$ cat config.mk
export PLATFORM = sky130hd
export DESIGN_NAME = semver_string_validator
export DESIGN_NICKNAME = d
export VERILOG_FILES = /design/src/hdl/svs_pkg.sv /design/src/hdl/semver_string_validator.sv
export VERILOG_INCLUDE_DIRS = /design/src /design/src/hdl
export SDC_FILE = /design/constraint.sdc
export NUM_CORES = 1
export LEC_CHECK = 0
export BUFFER_PORTS_ARGS = -buffer_cell sky130_fd_sc_hd__buf_2
export CAP_MARGIN = 10
export CORE_MARGIN = 3
export CORE_UTILIZATION = 45
export DETAILED_ROUTE_END_ITERATION = 8
export PLACE_DENSITY_LB_ADDON = 0.12
export SETUP_SLACK_MARGIN = 0.02
export SLEW_MARGIN = 20
export SYNTH_ARGS = -nofsm -noshare
export SYNTH_HDL_FRONTEND = slang
export SYNTH_SLANG_ARGS = --single-unit
$ cat constraint.sdc
create_clock -name clk -period 16.1 [get_ports clk]
set_input_delay 3.22 -clock clk [delete_from_list [all_inputs] [get_ports clk]]
set_output_delay 3.22 -clock clk [all_outputs]
set_load 0.02 [all_outputs]
$ cat src/hdl/semver_string_validator_macros.svh
// assertion macros for the semantic version checker
`ifndef SEMVER_STRING_VALIDATOR_MACROS_SVH
`define SEMVER_STRING_VALIDATOR_MACROS_SVH

`ifndef SYNTH
`define SVS_ASSERT_NOW(label, clk, rst_n, ante, cons) \
  label: assert property (@(posedge clk) disable iff (!rst_n) (ante) |-> (cons)) \
    else $error("semver_string_validator: check failed");
`define SVS_ASSERT_NEXT(label, clk, rst_n, ante, cons) \
  label: assert property (@(posedge clk) disable iff (!rst_n) (ante) |=> (cons)) \
    else $error("semver_string_validator: check failed");
`else
`define SVS_ASSERT_NOW(label, clk, rst_n, ante, cons)
`define SVS_ASSERT_NEXT(label, clk, rst_n, ante, cons)
`endif

`endif

$ cat src/hdl/svs_pkg.sv
package svs_pkg;

  localparam int NUM_W  = 60;
  localparam int OFS_W  = 10;
  localparam int DCNT_W = 5;

  localparam logic [2:0] PH_MAJOR = 3'd0;
  localparam logic [2:0] PH_MINOR = 3'd1;
  localparam logic [2:0] PH_PATCH = 3'd2;
  localparam logic [2:0] PH_PRE   = 3'd3;
  localparam logic [2:0] PH_BUILD = 3'd4;
  localparam logic [2:0] PH_ERR   = 3'd5;

  localparam logic [7:0] CH_NUL   = 8'h00;
  localparam logic [7:0] CH_ZERO  = 8'h30;
  localparam logic [7:0] CH_NINE  = 8'h39;
  localparam logic [7:0] CH_DOT   = 8'h2E;
  localparam logic [7:0] CH_DASH  = 8'h2D;
  localparam logic [7:0] CH_PLUS  = 8'h2B;
  localparam logic [7:0] CH_UC_A  = 8'h41;
  localparam logic [7:0] CH_UC_Z  = 8'h5A;
  localparam logic [7:0] CH_LC_A  = 8'h61;
  localparam logic [7:0] CH_LC_Z  = 8'h7A;

  typedef logic [NUM_W-1:0] num_t;
  typedef logic [OFS_W-1:0] ofs_t;

endpackage

$ cat src/hdl/semver_string_validator.sv
// channel  direction  ports                                   when taken
// in       input      in_char_code, in_last                   in_valid && in_ready
// out      output     out_valid_res, out_major_value,         out_valid && out_ready
//                     out_minor_value, out_patch_value,
//                     out_pre_offset, out_pre_length
// one byte per cycle sustained while no unread result blocks the output; a byte is held
// in the input register, then the phase update and times-ten accumulate are computed and registered
// a result is offered from the output register, loaded as its last byte leaves the input register
// a last byte waits in the input register while an unread result blocks the output
// reset is synchronous, active low, and leaves the parser in the major number phase
`include "semver_string_validator_macros.svh"

module semver_string_validator #(
  parameter int MAX_LEN    = 1024,
  parameter int MAX_DIGITS = 18
) (
  input  logic                clk,
  input  logic                rst_n,
  input  logic                in_valid,
  output logic                in_ready,
  input  logic [7:0]          in_char_code,
  input  logic                in_last,
  output logic                out_valid,
  input  logic                out_ready,
  output logic                out_valid_res,
  output svs_pkg::num_t       out_major_value,
  output svs_pkg::num_t       out_minor_value,
  output svs_pkg::num_t       out_patch_value,
  output svs_pkg::ofs_t       out_pre_offset,
  output svs_pkg::ofs_t       out_pre_length
);

  localparam int PW = $clog2(MAX_LEN + 2);
  localparam int XW = (PW + 1 > svs_pkg::OFS_W) ? PW + 1 : svs_pkg::OFS_W;
  localparam logic [PW-1:0] LEN_LIM = PW'(MAX_LEN);
  localparam logic [svs_pkg::DCNT_W-1:0] DIG_LIM = svs_pkg::DCNT_W'(MAX_DIGITS);

  // input register
  logic       s1_v_r;
  logic [7:0] s1_char_r;
  logic       s1_last_r;
  logic       s1_adv;

  // parser state
  logic [2:0]                   phase_r, phase_nxt;
  svs_pkg::num_t                acc_r, acc_nxt;
  logic [svs_pkg::DCNT_W-1:0]   dcnt_r, dcnt_nxt;
  logic                         lead_zero_r, lead_zero_nxt;
  svs_pkg::num_t                major_r, major_nxt;
  svs_pkg::num_t                minor_r, minor_nxt;
  logic [1:0]                   id_len_r, id_len_nxt;
  logic                         id_all_dig_r, id_all_dig_nxt;
  logic                         id_first_zero_r, id_first_zero_nxt;
  logic [PW-1:0]                pos_r, pos_nxt;
  logic                         has_pre_r, has_pre_nxt;
  svs_pkg::ofs_t                pre_start_r, pre_start_nxt;
  svs_pkg::ofs_t                pre_end_r, pre_end_nxt;

  // output register
  logic          out_valid_r;
  logic          res_ok_r;
  svs_pkg::num_t major_out_r, minor_out_r, patch_out_r;
  svs_pkg::ofs_t pre_ofs_r, pre_len_r;

  // combinational helpers
  logic [XW-1:0] idx_cur;
  logic [XW-1:0] idx_p1;
  logic          is_digit, is_ident;
  logic          close_strict, close_loose;
  logic          res_ok;
  svs_pkg::ofs_t pre_end_fin;

  assign s1_adv   = s1_v_r && (!s1_last_r || !out_valid_r || out_ready);
  assign in_ready = !s1_v_r || s1_adv;

  assign idx_cur  = XW'(pos_r);
  assign idx_p1   = idx_cur + XW'(1);
  assign is_digit = s1_char_r inside {[svs_pkg::CH_ZERO:svs_pkg::CH_NINE]};
  assign is_ident = is_digit || s1_char_r == svs_pkg::CH_DASH
                  || s1_char_r inside {[svs_pkg::CH_UC_A:svs_pkg::CH_UC_Z]}
                  || s1_char_r inside {[svs_pkg::CH_LC_A:svs_pkg::CH_LC_Z]};

  always_comb begin
    phase_nxt         = phase_r;
    acc_nxt           = acc_r;
    dcnt_nxt          = dcnt_r;
    lead_zero_nxt     = lead_zero_r;
    major_nxt         = major_r;
    minor_nxt         = minor_r;
    id_len_nxt        = id_len_r;
    id_all_dig_nxt    = id_all_dig_r;
    id_first_zero_nxt = id_first_zero_r;
    has_pre_nxt       = has_pre_r;
    pre_start_nxt     = pre_start_r;
    pre_end_nxt       = pre_end_r;
    pos_nxt           = (pos_r <= LEN_LIM) ? pos_r + PW'(1) : pos_r;

    if (pos_r >= LEN_LIM || s1_char_r == svs_pkg::CH_NUL) begin
      phase_nxt = svs_pkg::PH_ERR;
    end

    case (phase_nxt)
      svs_pkg::PH_MAJOR, svs_pkg::PH_MINOR, svs_pkg::PH_PATCH: begin
        if (is_digit) begin
          if (dcnt_r != '0 && lead_zero_r) begin
            phase_nxt = svs_pkg::PH_ERR;
          end else if (dcnt_r >= DIG_LIM) begin
            phase_nxt = svs_pkg::PH_ERR;
          end else begin
            if (dcnt_r == '0) begin
              lead_zero_nxt = (s1_char_r == svs_pkg::CH_ZERO);
            end
            dcnt_nxt = dcnt_r + svs_pkg::DCNT_W'(1);
            acc_nxt  = (acc_r << 3) + (acc_r << 1)
                     + svs_pkg::NUM_W'(s1_char_r[3:0]);
          end
        end else if (dcnt_r == '0) begin
          phase_nxt = svs_pkg::PH_ERR;
        end else if (s1_char_r == svs_pkg::CH_DOT && phase_nxt != svs_pkg::PH_PATCH) begin
          if (phase_nxt == svs_pkg::PH_MAJOR) begin
            major_nxt = acc_r;
            phase_nxt = svs_pkg::PH_MINOR;
          end else begin
            minor_nxt = acc_r;
            phase_nxt = svs_pkg::PH_PATCH;
          end
          acc_nxt       = '0;
          dcnt_nxt      = '0;
          lead_zero_nxt = 1'b0;
        end else if (s1_char_r == svs_pkg::CH_DASH && phase_nxt == svs_pkg::PH_PATCH) begin
          has_pre_nxt       = 1'b1;
          pre_start_nxt     = idx_p1[svs_pkg::OFS_W-1:0];
          phase_nxt         = svs_pkg::PH_PRE;
          id_len_nxt        = 2'd0;
          id_all_dig_nxt    = 1'b1;
          id_first_zero_nxt = 1'b0;
        end else if (s1_char_r == svs_pkg::CH_PLUS && phase_nxt == svs_pkg::PH_PATCH) begin
          phase_nxt         = svs_pkg::PH_BUILD;
          id_len_nxt        = 2'd0;
          id_all_dig_nxt    = 1'b1;
          id_first_zero_nxt = 1'b0;
        end else begin
          phase_nxt = svs_pkg::PH_ERR;
        end
      end
      svs_pkg::PH_PRE, svs_pkg::PH_BUILD: begin
        if (s1_char_r == svs_pkg::CH_DOT) begin
          if (id_len_r == 2'd0 || (phase_nxt == svs_pkg::PH_PRE && id_all_dig_r
              && id_len_r == 2'd2 && id_first_zero_r)) begin
            phase_nxt = svs_pkg::PH_ERR;
          end
          id_len_nxt        = 2'd0;
          id_all_dig_nxt    = 1'b1;
          id_first_zero_nxt = 1'b0;
        end else if (s1_char_r == svs_pkg::CH_PLUS && phase_nxt == svs_pkg::PH_PRE) begin
          if (id_len_r == 2'd0 || (id_all_dig_r && id_len_r == 2'd2 && id_first_zero_r)) begin
            phase_nxt = svs_pkg::PH_ERR;
          end else begin
            pre_end_nxt = idx_cur[svs_pkg::OFS_W-1:0];
            phase_nxt   = svs_pkg::PH_BUILD;
          end
          id_len_nxt        = 2'd0;
          id_all_dig_nxt    = 1'b1;
          id_first_zero_nxt = 1'b0;
        end else if (is_ident) begin
          if (id_len_r == 2'd0) begin
            id_first_zero_nxt = (s1_char_r == svs_pkg::CH_ZERO);
          end
          if (!is_digit) begin
            id_all_dig_nxt = 1'b0;
          end
          if (id_len_r != 2'd2) begin
            id_len_nxt = id_len_r + 2'd1;
          end
        end else begin
          phase_nxt = svs_pkg::PH_ERR;
        end
      end
      default: begin
      end
    endcase
  end

  // end-of-string checks on the updated state
  assign close_loose  = (id_len_nxt != 2'd0);
  assign close_strict = close_loose
                      && !(id_all_dig_nxt && id_len_nxt == 2'd2 && id_first_zero_nxt);

  always_comb begin
    res_ok      = 1'b0;
    pre_end_fin = pre_end_nxt;
    case (phase_nxt)
      svs_pkg::PH_PATCH: res_ok = (dcnt_nxt != '0);
      svs_pkg::PH_PRE: begin
        res_ok      = close_strict;
        pre_end_fin = idx_p1[svs_pkg::OFS_W-1:0];
      end
      svs_pkg::PH_BUILD: res_ok = close_loose;
      default: res_ok = 1'b0;
    endcase
  end

  always_ff @(posedge clk) begin
    if (!rst_n) begin
      s1_v_r <= 1'b0;
    end else if (in_valid && in_ready) begin
      s1_v_r <= 1'b1;
    end else if (s1_adv) begin
      s1_v_r <= 1'b0;
    end
    if (in_valid && in_ready) begin
      s1_char_r <= in_char_code;
      s1_last_r <= in_last;
    end
  end

  always_ff @(posedge clk) begin
    if (!rst_n || (s1_adv && s1_last_r)) begin
      phase_r         <= svs_pkg::PH_MAJOR;
      acc_r           <= '0;
      dcnt_r          <= '0;
      lead_zero_r     <= 1'b0;
      major_r         <= '0;
      minor_r         <= '0;
      id_len_r        <= 2'd0;
      id_all_dig_r    <= 1'b1;
      id_first_zero_r <= 1'b0;
      pos_r           <= '0;
      has_pre_r       <= 1'b0;
      pre_start_r     <= '0;
      pre_end_r       <= '0;
    end else if (s1_adv) begin
      phase_r         <= phase_nxt;
      acc_r           <= acc_nxt;
      dcnt_r          <= dcnt_nxt;
      lead_zero_r     <= lead_zero_nxt;
      major_r         <= major_nxt;
      minor_r         <= minor_nxt;
      id_len_r        <= id_len_nxt;
      id_all_dig_r    <= id_all_dig_nxt;
      id_first_zero_r <= id_first_zero_nxt;
      pos_r           <= pos_nxt;
      has_pre_r       <= has_pre_nxt;
      pre_start_r     <= pre_start_nxt;
      pre_end_r       <= pre_end_nxt;
    end
  end

  always_ff @(posedge clk) begin
    if (!rst_n) begin
      out_valid_r <= 1'b0;
    end else if (s1_adv && s1_last_r) begin
      out_valid_r <= 1'b1;
    end else if (out_ready) begin
      out_valid_r <= 1'b0;
    end
    if (s1_adv && s1_last_r) begin
      res_ok_r    <= res_ok;
      major_out_r <= res_ok ? major_nxt : '0;
      minor_out_r <= res_ok ? minor_nxt : '0;
      patch_out_r <= res_ok ? acc_nxt : '0;
      pre_ofs_r   <= (res_ok && has_pre_nxt) ? pre_start_nxt : '0;
      pre_len_r   <= (res_ok && has_pre_nxt) ? pre_end_fin - pre_start_nxt : '0;
    end
  end

  assign out_valid       = out_valid_r;
  assign out_valid_res   = res_ok_r;
  assign out_major_value = major_out_r;
  assign out_minor_value = minor_out_r;
  assign out_patch_value = patch_out_r;
  assign out_pre_offset  = pre_ofs_r;
  assign out_pre_length  = pre_len_r;

  `SVS_ASSERT_NEXT(a_last_gives_result, clk, rst_n, s1_adv && s1_last_r, out_valid_r)
  `SVS_ASSERT_NEXT(a_restart_after_last, clk, rst_n, s1_adv && s1_last_r,
                   phase_r == svs_pkg::PH_MAJOR && dcnt_r == '0 && pos_r == '0)
  `SVS_ASSERT_NEXT(a_error_sticks, clk, rst_n,
                   phase_r == svs_pkg::PH_ERR && !(s1_adv && s1_last_r),
                   phase_r == svs_pkg::PH_ERR)
  `SVS_ASSERT_NOW(a_invalid_zero_fields, clk, rst_n, out_valid_r && !res_ok_r,
                  major_out_r == '0 && minor_out_r == '0 && patch_out_r == '0
                  && pre_ofs_r == '0 && pre_len_r == '0)

endmodule
# Word-level counts from Yosys, hierarchy flattened

Cells that the tools add are included.

$add $sub $neg: 7
Order comparisons: 9
Eq/ne operators: 19
Mux-type cells: 93
Reductions and logical operators: 49

Operator list:

| operator                | count |
|---|---|
| $mux W60                | 16 |
| $mux W10                | 10 |
| $add A60 B4 Y60         | 1 |
| $add A60 B60 Y60        | 1 |
| $mux W1                 | 35 |
| $mux W3                 | 11 |
| $eq A8 B6 Y1 const B    | 4 |
| $mux W5                 | 6 |
| $logic_and A1 B1 Y1     | 20 |
| $mux W2                 | 10 |
| $ge A8 B7 Y1 const B    | 2 |
| $le A8 B7 Y1 const B    | 2 |
| $eq A3 B2 Y1 const B    | 4 |
| $add A11 B1 Y11 const B | 1 |
| $ge A11 B11 Y1 const B  | 1 |
| $le A11 B11 Y1 const B  | 1 |
| $add A10 B1 Y10 const B | 1 |
| $logic_or A1 B1 Y1      | 10 |
| $reduce_bool A5 Y1      | 2 |
| $sub A10 B10 Y10        | 1 |
| $ge A8 B6 Y1 const B    | 1 |
| $le A8 B6 Y1 const B    | 1 |
| $logic_not A8 Y1        | 1 |
| $ne A2 B2 Y1 const B    | 4 |
| other kinds (21)        | 31 |

Register bits after elaboration: 437
Input bits: 13
Logic and storage cells: 200

# Logic depth before layout (Yosys ltp)

Depth after elaboration: 18
Depth in mapped cells: 25

# Worst setup path before layout

OpenSTA, ideal clock, no wires.

Path kind: input -> register
From: input out_ready
To: register acc_r[14]
Library setup time: 0.137 ns
Data arrival time: 9.157 ns
Path slack: 6.805 ns
Stages: 7
Buffers on the path: 2
Cells stage by stage: nor2b_1 > nand2_1 > and3_1 > nand2b_1 > clkbuf_1 > clkbuf_1 > a211oi_1

Word-level cells in the longest chain between the ends: 4

RTL lines:

| element                 | RTL line                       | source |
|---|---|---|
| start: declaration      | semver_string_validator.sv:24  | `input logic out_ready,` |
| $logic_or A1 B1 Y1 (*)  | semver_string_validator.sv:73  | `assign s1_adv = s1_v_r && (!s1_last_r \|\| !out_valid_r \|\| out_ready);` |
| $logic_and A1 B1 Y1 (*) | semver_string_validator.sv:73  |  |
| $logic_and A1 B1 Y1     | semver_string_validator.sv:218 | `if (!rst_n \|\| (s1_adv && s1_last_r)) begin` |
| $logic_or A1 B1 Y1      | semver_string_validator.sv:218 |  |
| end signal: assignment  | semver_string_validator.sv:234 | `acc_r <= acc_nxt;` |
| end: declaration        | semver_string_validator.sv:46  | `svs_pkg::num_t acc_r, acc_nxt;` |

Mark *: on every way between the ends. The rest lies on a longest branch, timed or not.
A chain may end at the register's enable or synchronous reset.

# Final worst setup path

From: input out_ready
To: output in_ready

Word-level cells in the longest chain between the ends: 3

RTL lines:

| element             | RTL line                      | source |
|---|---|---|
| $logic_or A1 B1 Y1  | semver_string_validator.sv:73 |  |
| $logic_and A1 B1 Y1 | semver_string_validator.sv:73 |  |
| $logic_or A1 B1 Y1  | semver_string_validator.sv:74 | `assign in_ready = !s1_v_r \|\| s1_adv;` |
| end: declaration    | semver_string_validator.sv:20 | `output logic in_ready,` |

Every way passes these cells.

==> impl_metrics.csv <==
group,metric,value,unit
run_status,status,"completed",
synthesis,ys_warn_count,0,
synthesis,synth-async-reset-ratio,0,
floorplan,io_pins,216,
worst_setup_path,rrSetupSlack,10.24,ns
place,place_inst,3326,
timing,hold_viol_final,0,
clock_tree,postCtsHoldBufs,0,
worst_setup_path,path_class,"in2out",
floorplan,die_x,231,microns
finish,drive_above_1_share,0.124,
worst_setup_path,end_kind,"output pin",
power,max-vdd-ir-drop,0.0000728,V
place,io_buffers,215,
clock_tree,cts-resized-gates,0,
routing,drc,0,
clock_tree,cts.htree.levels,2,
timing,tightest_slew,1.12,ns
clock_tree,post_cts_buffers,0,
timing,fin_crit_sh,0.438,
global_routing,grt_use_total,0.228,
timing,slew_violations,0,
synthesis,synthesis.nets,2749,
global_routing,grt_pass1_wl,99900,microns
clock_tree,clk_latency,0.59,ns
clock_tree,cts.clk_slew.worst_paths,0.06,ns
timing,max_freq,142,MHz
global_routing,grt_overflow_total,0,
routing,wl_per_cell,18.2,microns
power,p_leak,9.30,nW
floorplan,die_h,231,microns
routing,drt-met1-wl,28100,microns
clock_tree,cts_buffers,49,
timing,rsz0062_at_grt,"no",
finish,stdcell_count,3418,
clock_tree,cts_tree,"done",
routing,via_per_inst,5.66,
synthesis,synth-edff-count,210,
synthesis,syn_area,22800,sq um
floorplan,num_rows,81,
floorplan,start_util,0.460,
routing,maxUsedRoutingLayer,"met4",
floorplan,core_area,49500,sq um
synthesis,synth_area_leaders,"edfxtp_1 (28%), dfxtp_1 (20%), nand2_1 (10%)",
synthesis,yosysTopAreaCellShare,0.277,
timing,post-route-min-period,7.05,ns
timing,finalSetupTns,0,ns
synthesis,synth_top_cell_by_area,"edfxtp_1",
synthesis,syn_avg_cell_area,8.75,sq um
synthesis,ys_seq_area_frac,0.477,
floorplan,die_area,53300,sq um
routing,first_iter_violations,1720,
place,dp_hpwl,41100,microns
run,maxCapViolCount,0,
routing,num_vias,19400,
routing,wl_met2,29600,microns
timing,setup_violations,0,
synthesis,synth.distinct_cells,77,
worst_setup_path,arrival,3.83,ns
place,place_congestion,0.911,
clock_tree,max-clock-path-buffers,3,
timing,skew,0.0263,ns
finish,fin_nets,2861,
global_routing,antenna_found_initial,2,
worst_setup_path,crit_fanout,4,
routing,detail-route-antenna-nets,0,
worst_setup_path,cp-start-kind,"input pin",
timing,hold_ws,0.448,ns
global_routing,grt_start_max_net_pins,102,
routing,wl_met3,3350,microns
clock_tree,cts.sinks,437,
worst_setup_path,critPathRequiredTime,12.88,ns
timing,slew_headroom,0.252,
min_path,hold_path_class,"reg2reg",
global_routing,grt_pass1_vias,18500,
synthesis,synth_flop_cell,"dfxtp_1",
power,power_per_cell_area,95.1,nW/um^2
routing,drt_wl_total,62200,microns
synthesis,synthCells,2602,
finish,syn2layout_area_growth,13.5,%
finish,n_antenna_cell,0,
clock_tree,clockRootBuffer,"clkbuf_16",
synthesis,ys_ff_latch,437,
routing,dr.pass1.iters,5,
## critical path: stages
cell and delay, ns:
buf_2 0.10, nor2b_1 0.22, nand3_1 0.13, buf_2 0.17
## synth_stat cells, drive strengths merged (19+ instances only)
cell type	n
nand4	20
dfxtp	227
buf	21
a211oi	45
a21oi	383
ha	131
nand3	43
o21ai	66
edfxtp	210
xnor2	46
a31oi	20
nand2	622
xor2	19
a22oi	52
nor2	201
a21o	51
clkbuf	158
inv	35
## final cells by class
cell class | count | area [sq um]
tap | 664 | 831
timing repair buffer | 240 | 1280
clock inverter | 21 | 186
multi-input combinational | 1951 | 11100
inverter | 35 | 131
sequential | 437 | 10900
fill | 4673 | 23600
clock buffer | 70 | 1400
## layer usage
layer  track usage  vias up
met4        0.0511        0
met2         0.385      549
li1              -     9477
met5             0        -
met3        0.0325       74
met1         0.312     9253
## path summary, 6_finish.rpt
kind              cells past startpoint                end         start
setup / recovery                      4           in_ready     out_ready
setup reg to reg                     21  out_pre_length[9]  s1_char_r[2]
hold / removal                        2       pre_end_r[3]  pre_end_r[3]
hold reg to reg                       2       pre_end_r[3]  pre_end_r[3]
## registers in the layout, indices dropped and copies added, names as in the netlist
name and cells:
out_valid_res 1, id_first_zero_r 1, pre_end_r 10, pre_start_r 10, pos_r 11, out_major_value 60, s1_v_r 1, id_all_dig_r 1
s1_char_r 8, minor_r 60, id_len_r 2, acc_r 60, s1_last_r 1, out_patch_value 60, major_r 60, out_minor_value 60
dcnt_r 5, out_pre_offset 10, phase_r 3, has_pre_r 1, out_pre_length 10, lead_zero_r 1, out_valid 1
## through the flow
stage	power (W)	worst slack (ns)	util	instance area, sq um
final	0.00245	9.05	0.522	25800
after global routing	0.00254	9.00	0.522	25800
after CTS	0.00248	9.04	0.521	25800
after detailed placement	0.00137	9.04	0.489	24200
after global placement	0.00136	9.06	0.489	24200
after floorplan	0.00132	6.81	-	22800
## logic make-up (layout without fill, tap and decap cells)
group | Yosys count | after routing | share of synthesized area
buffers and inverters | 214 | 366 | 0.0365
xor gates and xnor gates | 65 | 65 | 0.0250
DFF | 437 | 437 | 0.477
adders and majority gates | 134 | 134 | 0.0747
and+or+nand+nor | 1008 | 1008 | 0.186
AOI/OAI and AO/OA | 735 | 735 | 0.197
muxes | 9 | 9 | 0.00401
## where the power goes
part | switching (W) | internal [W] | leakage (nW)
combinational | 0.000101 | 0.0000439 | 4.73
sequential | 0.0000198 | 0.00118 | 3.79
clock | 0.000456 | 0.000655 | 0.767
total | 0.000576 | 0.00188 | 9.30
## placed cells by master, fill, tap and decap left out, types with 11 or more instances in the layout
cell / instances
a211oi_1: 45
a21o_1: 51
a21oi_1: 383
a22oi_1: 52
a311oi_1: 13
a31oi_1: 20
a32oi_1: 13
and2_1: 12
and3_1: 12
buf_2: 215
buf_4: 24
clkbuf_1: 15
clkbuf_16: 53
dfxtp_1: 227
edfxtp_1: 210
ha_1: 131
inv_1: 34
nand2_1: 618
nand3_1: 42
nand4_1: 20
nor2_1: 197
nor2b_1: 14
nor3_1: 17
o211ai_1: 14
o21a_1: 11
o21ai_0: 64
o21bai_1: 18
or3_1: 18
xnor2_1: 46
xor2_1: 19
Note: power is estimated with default switching activity, not from simulation.
